$ cat config.mk
export PLATFORM = sky130hd
export DESIGN_NAME = alj_front
export DESIGN_NICKNAME = d
export VERILOG_FILES = /design/src/rtl/core/alj_pkg.sv /design/src/rtl/core/alj_front.sv
export SDC_FILE = /design/constraint.sdc
export NUM_CORES = 1
export LEC_CHECK = 0
export BUFFER_PORTS_ARGS = -buffer_cell sky130_fd_sc_hd__buf_4
export CORE_ASPECT_RATIO = 1.4
export CORE_MARGIN = 2
export CORE_UTILIZATION = 45
export DETAILED_ROUTE_END_ITERATION = 12
export PLACE_DENSITY = 0.88
export SLEW_MARGIN = 25
export SYNTH_ARGS = -nofsm -noshare
export SYNTH_HDL_FRONTEND = slang
export SYNTH_SLANG_ARGS = --single-unit
$ cat constraint.sdc
create_clock -name vclk -period 4.15
set_input_delay 0.83 -clock vclk [all_inputs]
set_output_delay 0.83 -clock vclk [all_outputs]
set_load 0.05 [all_outputs]
$ cat src/rtl/core/alj_pkg.sv
// alj_pkg: shared opcodes, widths and flag record for the 64-bit long alu
// no dependencies
`default_nettype none
package alj_pkg;

  localparam int unsigned DataWidth = 64;
  localparam int unsigned KindWidth = 4;
  localparam int unsigned ShiftWidth = 8;
  localparam int unsigned QueueDepth = 2;

  localparam logic [KindWidth-1:0] KindAdd  = 4'd0;
  localparam logic [KindWidth-1:0] KindSub  = 4'd1;
  localparam logic [KindWidth-1:0] KindMul  = 4'd2;
  localparam logic [KindWidth-1:0] KindAnd  = 4'd3;
  localparam logic [KindWidth-1:0] KindOr   = 4'd4;
  localparam logic [KindWidth-1:0] KindXor  = 4'd5;
  localparam logic [KindWidth-1:0] KindNot  = 4'd6;
  localparam logic [KindWidth-1:0] KindNeg  = 4'd7;
  localparam logic [KindWidth-1:0] KindShl  = 4'd8;
  localparam logic [KindWidth-1:0] KindShr  = 4'd9;
  localparam logic [KindWidth-1:0] KindSar  = 4'd10;
  localparam logic [KindWidth-1:0] KindSdiv = 4'd11;
  localparam logic [KindWidth-1:0] KindSrem = 4'd12;
  localparam logic [KindWidth-1:0] KindUdiv = 4'd13;
  localparam logic [KindWidth-1:0] KindUrem = 4'd14;

  // compare and logical flags, worked out once in the front
  typedef struct packed {
    logic equal;
    logic less_signed;
    logic greater_signed;
    logic less_unsigned;
    logic greater_unsigned;
    logic a_is_zero;
    logic both_nonzero;
    logic either_nonzero;
    logic divide_by_zero;
  } flags_t;

  localparam int unsigned FlagsWidth = $bits(flags_t);

endpackage
`default_nettype wire

$ cat src/rtl/core/alj_front.sv
// alj_front: request intake, operand compares and divide-by-zero detection
// depends on alj_pkg
`default_nettype none
module alj_front #(
  parameter int unsigned DATA_WIDTH = alj_pkg::DataWidth
) (
  input  wire logic                           valid_i,
  input  wire logic                           full_i,
  input  wire logic [alj_pkg::KindWidth-1:0]  kind_i,
  input  wire logic [DATA_WIDTH-1:0]          operand_a_i,
  input  wire logic [DATA_WIDTH-1:0]          operand_b_i,
  output logic                                stall_o,
  output logic                                push_o,
  output alj_pkg::flags_t                     flags_o
);

  logic is_div;
  logic a_nz;
  logic b_nz;

  assign is_div = (kind_i == alj_pkg::KindSdiv) || (kind_i == alj_pkg::KindSrem) ||
                  (kind_i == alj_pkg::KindUdiv) || (kind_i == alj_pkg::KindUrem);
  assign a_nz = |operand_a_i;
  assign b_nz = |operand_b_i;

  assign stall_o = full_i;
  assign push_o  = valid_i && !full_i;

  always_comb begin
    flags_o.equal            = (operand_a_i == operand_b_i);
    flags_o.less_signed      = ($signed(operand_a_i) < $signed(operand_b_i));
    flags_o.greater_signed   = ($signed(operand_a_i) > $signed(operand_b_i));
    flags_o.less_unsigned    = (operand_a_i < operand_b_i);
    flags_o.greater_unsigned = (operand_a_i > operand_b_i);
    flags_o.a_is_zero        = !a_nz;
    flags_o.both_nonzero     = a_nz && b_nz;
    flags_o.either_nonzero   = a_nz || b_nz;
    flags_o.divide_by_zero   = is_div && !b_nz;
  end

endmodule
`default_nettype wire

After elaboration in Yosys (flattened, before gate mapping)
Index checks and enable logic that the tools add are counted.
Widths: inputs -> output; s select.

storage, ports and cells
  word-level logic and storage cells = 21
  input port bits = 134
  register bits after elaboration = 0

operators by class
  $lt $le $gt $ge = 4
  eq/ne operators = 5
  reduce and logical (&&, ||, !) cells = 12

operators by type and width
  cell                count
  $gt 64x64->1        2
  $lt 64x64->1        2
  $reduce_or 64->1    2
  $eq 64x64->1        1
  $eq 4x4->1 const B  4
  $logic_or 1x1->1    4
  $logic_and 1x1->1   3
  $logic_not 1->1     3

Depth between registers and ports, before layout
  word-level depth = 5
  mapped depth = 9
  mapped depth without buffers = 9

Worst setup path before layout
OpenSTA, ideal clock, no wires.

  path type = input port to output port
  from = input port operand_a_i[2]
  to = output port flags_o[1] (netlist bit)
  arrival time = 3.731 ns
  stages on the path = 4
  path slack = -0.411 ns
  data required time = 3.320 ns
  cell sequence = nor4_1 -> nand4_1 -> nor4_1 -> nand2_1

RTL lines
  item             line             source
  start, declared  alj_front.sv:10  input wire logic [DATA_WIDTH-1:0] operand_a_i,
  end, declared    alj_front.sv:14  output alj_pkg::flags_t flags_o

==> impl_metrics.csv <==
group,metric,value,unit
floorplanning,die_area,4980,um^2
floorplanning,die_h,82.7,um
sta,setup_tns,0,ps
sta,finalCritPeriodShare,88.2,%
worst_setup_path,cp_max_fo,5,
logic_synthesis,syn_inst,287,
min_path,min_to,"stall_o",
global_routing,grt_max_degree,6,
logic_synthesis,syn-cell-area,1990,um^2
placement,hpwl,6660,um
drt,wl_per_cell,14.2,um
logic_synthesis,ys_types,32,
floorplanning,start_util,47.0,%
worst_setup_path,path_cells,"buf_4 > inv_1 > ha_1 > nand4_2 > nor4_4 > nand3_1 > nor2_2 > a21oi_2 > nand2_2 > mux2i_1 > buf_4",
floorplanning,rows,28,
finish,nNetsFinal,632,
global_routing,grt-ovfl-total,0,
drt,ant_nets,0,
placement,io_buffers,145,
worst_setup_path,startpoint_type,"input pin",
placement,place.gp.congestion,0.915,
drt,vias_per_cell,5.48,
drt,vias,2694,
sta,clock.fmax,0.273,GHz
finish,seq_cell_count,0,
global_routing,grt_pass1_wl,10500,um
worst_setup_path,required,3320,ps
worst_setup_path,endpoint_kind,"primary output",
floorplanning,core,4240,um^2
logic_synthesis,yosysSeqAreaShare,0,%
logic_synthesis,synthesis.nets,485,
sta,drv_slew,0,
drt,drt_iter0_markers,69,
outcome,outcome,"complete, no violations",
finish,post-route-util,74.6,%
drt,totalWireLength,7010,um
floorplanning,die_x,60.2,um
global_routing,antenna_found_initial,0,
clock_tree,postCtsHoldBufs,0,
worst_setup_path,path_class,"input pin to primary output",
finish,syn_to_final_growth,58.7,%
global_routing,grtUsageTotal,27.0,%
sta,tightest_slew,477,ps
finish,final_common_cell,"buf_4",
clock_tree,post_cts_resized,0,
finish,drive_gt1_share,35.9,%
job,cap_violations,0,
sta,rsz0062_at_grt,"no",
sta,fin_crit,3660,ps
sta,max_slew_margin,67.9,%
min_path,min-delay-start,"full_i",
worst_setup_path,crit_top_cell,"buf_4",
worst_setup_path,arrival,2830,ps
min_path,hold_class,"input pin to primary output",
min_path,hold_depth,2,
placement,dp_cells,492,
power_and_ir_drop,ir_drop,0.0668,mV
finish,fin_cells,492,
power_and_ir_drop,totalPowerFinal,0.316,mW
logic_synthesis,yosysWarnings,0,
power_and_ir_drop,leakagePower,1.81,nW
sta,hold_violations,0,
power_and_ir_drop,power_density,99.9,nW/um^2
finish,n_clock_buffer,0,
worst_setup_path,critPathLaunch,"operand_b_i[63]",
floorplanning,num_io_pins,145,
logic_synthesis,syn_avg_cell_area,6.94,um^2
global_routing,grt_pass1_vias,2629,
worst_setup_path,slowest_stage,"nor4_4",
sta,setup_viol,0,
drt,post-route-drc-count,0,
finish,n_antenna_cell,0,
finish,layout_common_cells,"146 x buf_4, 68 x inv_1, 64 x ha_1",
drt,drt_pass1_iterations,4,
finish,seq_area,0,um^2
clock_tree,cts_setup_buffers,0,
worst_setup_path,worst_path_largest_cell_delay,400,ps
==> through the flow <==
stage               area (um^2)  hold WS (ps)  setup WS (ps)
floorplan                  2000          1830            331
global placement           3160          1930            542
detailed placement         3160          1930            478
CTS                        3160          1930            478
global route               3160          1940            340
finish                     3160          1930            488
==> Yosys cell counts (all sizes together) <==
cell type,count,area share (%)
inv,68,13
ha,64,40
nor4,37,12
a21oi,27,7.0
nand4,24,8.2
nand2,20,3.9
o21ai,9,2.3
nand3,7,2.0
a221oi,5,2.2
a21o,4,1.5
nor2,4,0.88
nor3,3,0.75
nor2b,2,0.63
a2111oi,1,0.44
a211oi,1,0.38
a31oi,1,0.31
and3,1,0.31
and4b,1,0.50
buf,1,0.38
mux2i,1,0.50
nand2b,1,0.31
o211ai,1,0.38
o31ai,1,0.38
or4,1,0.57
xnor2,1,0.44
xor2,1,0.44
==> cells by family after synthesis <==
logic type | Yosys count | share of synthesized area [%]
AO/OA/AOI/OAI | 50 | 14.8
XOR/XNOR | 2 | 0.880
adder cells (fa/ha/maj) | 64 | 40.2
buffers and inverters | 69 | 13.2
multiplexers | 1 | 0.503
AND/OR/NAND/NOR | 101 | 30.4
==> cell type report <==
type / count / area [um^2]
Tap cell: 60 / 75.1
Fill cell: 349 / 1080
Timing Repair Buffer: 146 / 1100
Multi-Input combinational cell: 218 / 1740
Inverter: 68 / 255
==> critical path, delay by kind of cell <==
family | cells | cell delay [ps]
mux | 1 | 210
compound gates | 1 | 80
fa+ha+maj | 1 | 380
buf+inv | 3 | 370
simple gates | 5 | 960
==> worst max-delay path by stage <==
stage / end / slack, ps / cells after the start
6_report: flags_o[6] / 490 / 11
3_5_place_dp: flags_o[6] / 480 / 11
3_3_place_gp: flags_o[6] / 540 / 11
2_1_floorplan: flags_o[6] / 330 / 9
5_1_grt: flags_o[6] / 340 / 11
4_1_cts: flags_o[6] / 480 / 11
==> layer usage <==
metal	GRT usage (%)	wire (um)	vias to the layer above
li1	-	-	1359
met2	54.5	3790	112
met4	11.1	319	0
met3	1.87	381	30
met5	0	0	-
met1	27.3	2520	1193
==> report_power, final <==
group | total, mW | switching, mW | internal (mW) | leakage [nW]
clock network | 0 | 0 | 0 | 0
logic | 0.316 | 0.155 | 0.161 | 1.81
registers | 0 | 0 | 0 | 0
total | 0.316 | 0.155 | 0.161 | 1.81
Power figures use the tool's default switching activity.
