[src/rtl/core/alj_pkg.sv]
// alj_pkg: shared opcodes, widths and flag record for the 64-bit long alu
// no dependencies
`default_nettype none
package alj_pkg;

  localparam int unsigned DataWidth = 64;
  localparam int unsigned KindWidth = 4;
  localparam int unsigned ShiftWidth = 8;
  localparam int unsigned QueueDepth = 2;

  localparam logic [KindWidth-1:0] KindAdd  = 4'd0;
  localparam logic [KindWidth-1:0] KindSub  = 4'd1;
  localparam logic [KindWidth-1:0] KindMul  = 4'd2;
  localparam logic [KindWidth-1:0] KindAnd  = 4'd3;
  localparam logic [KindWidth-1:0] KindOr   = 4'd4;
  localparam logic [KindWidth-1:0] KindXor  = 4'd5;
  localparam logic [KindWidth-1:0] KindNot  = 4'd6;
  localparam logic [KindWidth-1:0] KindNeg  = 4'd7;
  localparam logic [KindWidth-1:0] KindShl  = 4'd8;
  localparam logic [KindWidth-1:0] KindShr  = 4'd9;
  localparam logic [KindWidth-1:0] KindSar  = 4'd10;
  localparam logic [KindWidth-1:0] KindSdiv = 4'd11;
  localparam logic [KindWidth-1:0] KindSrem = 4'd12;
  localparam logic [KindWidth-1:0] KindUdiv = 4'd13;
  localparam logic [KindWidth-1:0] KindUrem = 4'd14;

  // compare and logical flags, worked out once in the front
  typedef struct packed {
    logic equal;
    logic less_signed;
    logic greater_signed;
    logic less_unsigned;
    logic greater_unsigned;
    logic a_is_zero;
    logic both_nonzero;
    logic either_nonzero;
    logic divide_by_zero;
  } flags_t;

  localparam int unsigned FlagsWidth = $bits(flags_t);

endpackage
`default_nettype wire

[src/rtl/core/alj_queue.sv]
// alj_queue: small request queue between front and back
// depends on alj_pkg
`default_nettype none
module alj_queue #(
  parameter int unsigned WIDTH = 8
) (
  input  wire logic             clk_i,
  input  wire logic             rst_ni,
  input  wire logic             push_i,
  input  wire logic [WIDTH-1:0] data_i,
  input  wire logic             pop_i,
  output logic                  full_o,
  output logic                  empty_o,
  output logic [WIDTH-1:0]      data_o
);

  localparam int unsigned Depth = alj_pkg::QueueDepth;
  localparam int unsigned PtrW = $clog2(Depth);

  logic [WIDTH-1:0] mem_q [Depth];
  logic [PtrW-1:0]  wr_q, wr_d, rd_q, rd_d;
  logic [PtrW:0]    cnt_q, cnt_d;
  logic             do_push, do_pop;

  assign full_o  = (cnt_q == (PtrW+1)'(Depth));
  assign empty_o = (cnt_q == '0);
  assign data_o  = mem_q[rd_q];
  assign do_push = push_i && !full_o;
  assign do_pop  = pop_i && !empty_o;

  always_comb begin
    wr_d  = do_push ? wr_q + 1'b1 : wr_q;
    rd_d  = do_pop ? rd_q + 1'b1 : rd_q;
    cnt_d = cnt_q + (PtrW+1)'(do_push) - (PtrW+1)'(do_pop);
  end

  always_ff @(posedge clk_i or negedge rst_ni) begin
    if (!rst_ni) begin
      wr_q  <= '0;
      rd_q  <= '0;
      cnt_q <= '0;
    end else begin
      wr_q  <= wr_d;
      rd_q  <= rd_d;
      cnt_q <= cnt_d;
    end
  end

  always_ff @(posedge clk_i) begin
    if (do_push) begin
      mem_q[wr_q] <= data_i;
    end
  end

endmodule
`default_nettype wire

[config.mk]
export PLATFORM = sky130hd
export DESIGN_NAME = alj_queue
export DESIGN_NICKNAME = d
export VERILOG_FILES = /design/src/rtl/core/alj_pkg.sv /design/src/rtl/core/alj_queue.sv
export SDC_FILE = /design/constraint.sdc
export NUM_CORES = 1
export LEC_CHECK = 0
export ABC_AREA = 1
export BUFFER_PORTS_ARGS = -buffer_cell sky130_fd_sc_hd__buf_2
export CAP_MARGIN = 20
export CELL_PAD_IN_SITES_DETAIL_PLACEMENT = 0
export CELL_PAD_IN_SITES_GLOBAL_PLACEMENT = 2
export CORE_MARGIN = 1
export CORE_UTILIZATION = 31
export CTS_BUF_LIST = sky130_fd_sc_hd__clkbuf_16
export DETAILED_ROUTE_END_ITERATION = 10
export PLACE_DENSITY_LB_ADDON = 0.12
export SYNTH_ARGS = -nofsm -noshare
export SYNTH_HDL_FRONTEND = slang
export SYNTH_SLANG_ARGS = --single-unit
export TNS_END_PERCENT = 1
[constraint.sdc]
create_clock -name clk_i -period 1.5 [get_ports clk_i]
set_input_delay 0.075 -clock clk_i [delete_from_list [all_inputs] [get_ports clk_i]]
set_output_delay 0.075 -clock clk_i [all_outputs]
set_load 0.01 [all_outputs]
; Word level (Yosys, flattened, before mapping)
; Memory sizes are Yosys's and may differ from the RTL's.
; Index checks and enable logic that the tools add are counted.
; Widths: inputs -> output; s select.
[op_classes]
muxes = 2
n_reduce_logical = 5
add_sub_neg = 4
eq_ne = 1
[ops]
columns = op, count
row1 = $add 1x1->1 const B, 2
row2 = $add 2x1->2, 1
row3 = $eq 2x2->1 const B, 1
row4 = $logic_and 1x1->1, 2
row5 = $logic_not 1->1, 2
row6 = $logic_not 2->1, 1
row7 = $mux 1, 2
row8 = $sub 2x1->2, 1
[totals]
ramBits = 16
register_bits = 4
elab_cells = 16
out_inout_bits = 10
in_bits = 12
n_memories = 1
[memory_table]
columns = memory, words, width, rd, rd_clocked_by_memory_dff, write_ports, line_no
row1 = mem_q, 2, 8, 1, 0, 1, alj_queue.sv:20  ; logic [WIDTH-1:0] mem_q [Depth];

; Depth between registers and ports, before layout
; Gate-level depths: netlist of run 1.
[logic_depth]
depth_word = 5
depth_mapped = 10

; Least setup slack after synthesis of run 1
; No wires, ideal clock.
[synth_timing]
path_kind = reg-to-reg
start = reg cnt_q[1]
end = reg cnt_q[1]
path_buffers = 0
period_less_slack_ns = 1.304
required_time_ns = 1.384
arrival_ns = 1.187
setup_time_ns = 0.116
path_slack_ns = 0.196
path_stages_with_launch = 11
path_cell_list = dfrtp_1 > inv_1 > nand2_2 > nand2_1 > inv_1 > ha_1 > inv_1 > ha_1 > inv_1 > nand2_1 > nand2_1
[synth_between]
word_cells_on_any_way = 8
cone_classes = add/sub: 2 / eq/ne: 1 / reduce/logical: 5
[synth_rtl]
columns = item, line_no
row1 = start: declaration, alj_queue.sv:22  ; logic [PtrW:0] cnt_q, cnt_d;
row2 = start signal: assignment, alj_queue.sv:45  ; cnt_q <= cnt_d;
row3 = $logic_not 2->1, alj_queue.sv:26  ; assign empty_o = (cnt_q == '0);
row4 = $logic_not 1->1, alj_queue.sv:29  ; assign do_pop = pop_i && !empty_o;
row5 = $logic_and 1x1->1, alj_queue.sv:29
row6 = named net do_pop, alj_queue.sv:23  ; logic do_push, do_pop;
row7 = $sub 2x1->2, alj_queue.sv:34  ; cnt_d = cnt_q + (PtrW+1)'(do_push) - (PtrW+1)'(do_pop);
row8 = named net cnt_d[1], alj_queue.sv:22
; The timed path passes the listed nets, and every way through them passes these cells.
; A chain may end at the register's enable or synchronous reset.

; Worst setup path in the final report of run 1
; Ends and elaborated chain as after synthesis.

==> results of run 1 <==
-- cells by family after synthesis --
| group | count (synthesis) |
|---|---|
| fa+ha+maj | 2 |
| buf+inv | 12 |
| flops | 20 |
| simple gates | 41 |
-- power by group through the flow --
stage               clock (mW)  combinational, mW  sequential, mW
global placement             0              0.681           0.878
finish                   0.514              0.661           0.866
CTS                      0.534              0.680           0.867
global route             0.558              0.775           0.886
floorplan                    0              0.498           0.825
detailed placement           0              0.676           0.877
-- layer usage --
layer  vias to the layer above  track usage [%]
li1                        290                -
met1                       230             12.2
met2                        15             17.5
met3                         2             4.52
met4                         0             5.26
met5                         -                0
-- worst max-delay path: stages, from the launching register on --
cell and delay, ps:
dfrtp_1 390, inv_1 90, nand2_2 70, nand2_1 70, inv_1 50, ha_1 270
inv_1 50, ha_1 150, inv_1 40, nand2_1 50, nand2_1 40
-- sequential cells by signal, summed over array words and instances (netlist names) --
signal  count
cnt_q       2
wr_q        1
mem_q      16
rd_q        1
-- worst max path at each step --
| stage | slack, ps | depth (start not counted) | end |
|---|---|---|---|
| after floorplan | 200 | 10 | cnt_q[1] |
| after global placement | 140 | 10 | cnt_q[1] |
| after detailed placement | 120 | 9 | cnt_q[1] |
| after CTS | 110 | 10 | cnt_q[1] |
| after global routing | 20 | 10 | cnt_q[1] |
| final | 120 | 10 | cnt_q[1] |
-- cell type report --
type / instances / area, um2 / share of cell area (%)
sequential: 20 / 581 / 55.4
multi-input combinational: 43 / 188 / 17.9
timing repair buffer: 23 / 123 / 11.7
clock buffer: 3 / 75.1 / 7.17
inverter: 11 / 43.8 / 4.18
tap: 30 / 37.5 / 3.58
-- Yosys cell counts (all sizes together) --
cell	n
nand3	3
edfxtp	16
nor2	1
nand2	37
dfrtp	4
inv	11
ha	2
buf	1
==> impl_metrics.ini, run 1 <==
[drt]
wl_per_cell_um = 9.52
drt-initial-drc-count = 5
drc_errors = 0
wl_met1_um = 596
top_layer_used = met4
vias = 537
wirelength_mm = 1.24
firstDrtPassIters = 2
wl_met3_um = 86
dr_wl_met2_um = 544
vias_per_cell = 4.13
ant_nets = 0

[worst_setup_path]
arrival_ps = 1510
r2r_end = cnt_q[1]
endpoint_kind = register
regToRegSetupSlack_ps = 120
path_class = reg -> reg
r2r-start = cnt_q[1]
crit_required_ps = 1640
worstRegToRegCells = 10
worstPathMaxFanout = 3
worstSetupStartpointType = register
crit_start = cnt_q[1]

[cts]
clk_pin_slew_worst_paths_ps = 50
clock_path_buffers = 2
cts_sinks = 20
holdBufCountCts = 1
cts_setup_buffers = 0
insertion_delay_ps = 240
root_buffer = clkbuf_16
numCtsBuffers = 3
htreeDepth = 1
cts_tree = built
cts.repair.resized = 0

[pwr]
irDropWorstVdd_mv = 1.09
power.switching_uw = 665
p_per_area_mw_per_mm2 = 1950
p_comb_share_pct = 32.4
p_clk_share_pct = 25.2
sequentialPowerShare_pct = 42.4
internal-power_mw = 1.38
swShare_pct = 32.6
power.total_mw = 2.04
leakage_nw = 0.521

[placed_design]
dp_hpwl_um = 892
gp_congestion = 0.634
place_area_um2 = 962
portBuffers = 21
pre_cts_ws_ps = 121
placedCellCount = 126

[flow_run]
drv_cap = 0

[sta]
finalHoldViolCount = 0
timing.fmax_ghz = 0.727
post-route-min-period_ps = 1380
rsz0062_at_grt = no
relSlewSlack_pct = 72.3
setup_tns_ps = 0
worst_hold_slack_ps = 16.7
fin_worst_skew_ps = 1.49
period_share_pct = 91.8
setup_violations = 0
worst_pin_slew_ps = 415
fin_ws_ps = 124
slew_viol_final = 0

[layout]
finalNonFillerCells = 130
fillCellCount = 244
final_core_util_pct = 41.9
diodes = 0
drive_gt1_share_pct = 29.0
nets = 116
final_common_cell = nand2_1
mostFrequentLayoutCells = nand2_1, buf_2, edfxtp_1
final_area_mm2 = 0.00105
syn_to_final_growth_pct = 27.2

[global_routing]
antenna_found_initial = 0
overflow = 0
first_global_vias = 471
grt_pass1_wl_mm = 2.04
grt_usage_pct = 10.8
grt_max_degree = 11

[synthesis]
synth_xor_area_share_pct = 0
synth_area_leaders = edfxtp_1, nand2_1, dfrtp_1
yosysSeqAreaShare_pct = 70.5
ys_ff_latch = 20
yosys.area_share.simple_pct = 19.8
synth.area.mux_share_pct = 0
synth_top_cell_by_area = edfxtp_1
netlist_area_um2 = 823
synth_top_family_by_area = simple AND/OR/NAND/NOR gates
yosysUniqueCellTypes = 11
syn_avg_cell_area_um2 = 11.0
synth_compound_area_share_pct = 0
synth_cells = 75
synthesis.nets = 89
yosys.area_share.adder_pct = 3.04
yosysWarnings = 0
synth_top_area_share_pct = 58.4

[hold_path]
holdCritStartpoint = data_i[7]
min_path_type = in -> reg
hold_depth = 1
hold_path_end = mem_q[1][7]

[floorplan]
initial_utilization_pct = 32.9
rows = 18
pin_count = 22
die_width_um = 53.5
coreArea_mm2 = 0.00250
die_h_um = 53.5
die_area_mm2 = 0.00287

[status]
status = completed
(Power assumes the default switching activity.)
==> run 2, diff against run 1 <==
Settings changed: CORE_MARGIN 1 to 2, SETUP_SLACK_MARGIN set to 0.4.
==> impl_metrics.ini, run 2 (synthesized netlist as in run 1, its figures left out) <==
[layout]
mostFrequentLayoutCells = nand2_1, buf_2, edfxtp_1
largest-register = mem_q
largest_reg_flops = 16
final_common_cell = nand2_1
diodes = 0
finalNonFillerCells = 140
drive_gt1_share_pct = 46.4
syn_to_final_growth_pct = 45.9
reg_top3 = mem_q (16), cnt_q (2)
nets = 125

[placed_design]
gp_congestion = 0.650
portBuffers = 21
placedCellCount = 126
pre_cts_ws_ps = 120

[global_routing]
overflow = 0
grt_max_degree = 13
grt_pass1_wl_mm = 2.41
first_global_vias = 552
grt_usage_pct = 10.4
antenna_found_initial = 0

[drt]
drt-initial-drc-count = 9
vias = 577
firstDrtPassIters = 2
wirelength_mm = 1.48
drc_errors = 0
vias_per_cell = 4.12
ant_nets = 0
wl_per_cell_um = 10.6

[floorplan]
initial_utilization_pct = 32.9
die_area_mm2 = 0.00308
die_width_um = 55.5
coreArea_mm2 = 0.00250
die_h_um = 55.5
rows = 18
pin_count = 22

[sta]
timing.fmax_ghz = 0.761
setup_violations = 0
worst_pin_slew_ps = 345
post-route-min-period_ps = 1310
fin_ws_ps = 186
relSlewSlack_pct = 77.0
setup_tns_ps = 0
finalHoldViolCount = 0
rsz0062_at_grt = yes
slew_viol_final = 0
fin_worst_skew_ps = 2.68
worst_hold_slack_ps = 10.6
period_share_pct = 87.6

[worst_setup_path]
regToRegSetupSlack_ps = 190
path_cells = inv_2 > nand2_2 > nand2_2 > buf_6 > buf_4 > buf_6 > buf_6 > buf_6 > nand2_2 > nand2_1
path_class = reg -> reg
worstPathMaxFanout = 3
worst_path_largest_cell_delay_ps = 390
worstSetupStartpointType = register
endpoint_kind = register
arrival_ps = 1450
cpMostUsedCell = buf_6
critPathSlowestCell = dfrtp_1
crit_required_ps = 1640

[cts]
insertion_delay_ps = 250
cts_tree = built
htreeDepth = 1
clk_pin_slew_worst_paths_ps = 60
clock_path_buffers = 2
cts_sinks = 20
root_buffer = clkbuf_16
numCtsBuffers = 3

[pwr]
p_per_area_mw_per_mm2 = 2110
swShare_pct = 31.2
leakage_nw = 0.579
power.total_mw = 2.54
p_comb_share_pct = 37.3
internal-power_mw = 1.75
sequentialPowerShare_pct = 34.4
irDropWorstVdd_mv = 0.992
p_clk_share_pct = 28.3
power.switching_uw = 792

[flow_run]
drv_cap = 0

[status]
status = completed

[hold_path]
min_path_type = in -> reg
==> run 2: cell count changes in the layout (fill, tap and decap cells not counted), moves of 2 or more <==
cell / before / now
buf_4: 1 / 6
buf_6: 0 / 4
inv_1: 9 / 5
inv_2: 1 / 5
nand2_1: 35 / 32
nand2_2: 2 / 5
ha_1: 2 / 0
ha_4: 0 / 2
==> run 2: timing repair <==
item / 4_1_cts / 5_1_grt
setup endpoints to repair: 26 / 28
buffers inserted: 9 / 0
pin swaps: 7 / 4
endpoints found under the hold margin: 4 / 0
hold buffers: 1 / 0
resized for setup: 14 / 0
==> run 2: area by class of cell <==
| cell class | count | area [um2] |
|---|---|---|
| Fill cell | 230 | 1300 |
| Inverter | 11 | 43.8 |
| Timing Repair Buffer | 32 | 205 |
| Clock inverter | 1 | 30.0 |
| Clock buffer | 3 | 75.1 |
| Multi-Input combinational cell | 43 | 228 |
| Tap cell | 30 | 37.5 |
| Sequential cell | 20 | 582 |
==> run 2: worst max-delay path, delay by kind of cell (launching register included) <==
family,cells,cell delay [ps]
and+or+nand+nor,4,220
buffers and inverters,6,590
DFF,1,390
==> run 2: stage by stage <==
stage,cell area [um2],utilization [%]
final,1200,48.0
after global routing,1200,48.0
after CTS,1200,48.0
after detailed placement,967,38.7
after global placement,967,38.7
after floorplan,828,-
==> run 2: power groups by stage <==
stage	Sequential [mW]	Combinational [mW]	Clock [mW]
global route	0.889	1.06	0.760
global placement	0.882	0.697	0
detailed placement	0.884	0.697	0
finish	0.873	0.947	0.718
CTS	0.875	0.949	0.728
floorplan	0.828	0.509	0
==> run 2: path summary, 6_finish.rpt <==
check | from | end | cells after the start
max | cnt_q[1] | rd_q | 10
min | data_i[0] | mem_q[1][0] | 1
max reg2reg | cnt_q[1] | rd_q | 10
min reg2reg | wr_q | wr_q | 2
max in group asynchronous | rst_ni | rd_q | 2
min in group asynchronous | rst_ni | wr_q | 2
==> run 2: routing by layer <==
| metal | routed length (um) | vias to the layer above | GRT usage [%] | share of wire [%] |
|---|---|---|---|---|
| met5 | 0 | - | 0 | 0 |
| met4 | 10 | 0 | 4.18 | 0.68 |
| met3 | 69 | 2 | 3.51 | 4.7 |
| met2 | 730 | 16 | 17.7 | 49 |
| met1 | 668 | 254 | 11.9 | 45 |
| li1 | - | 305 | - | - |
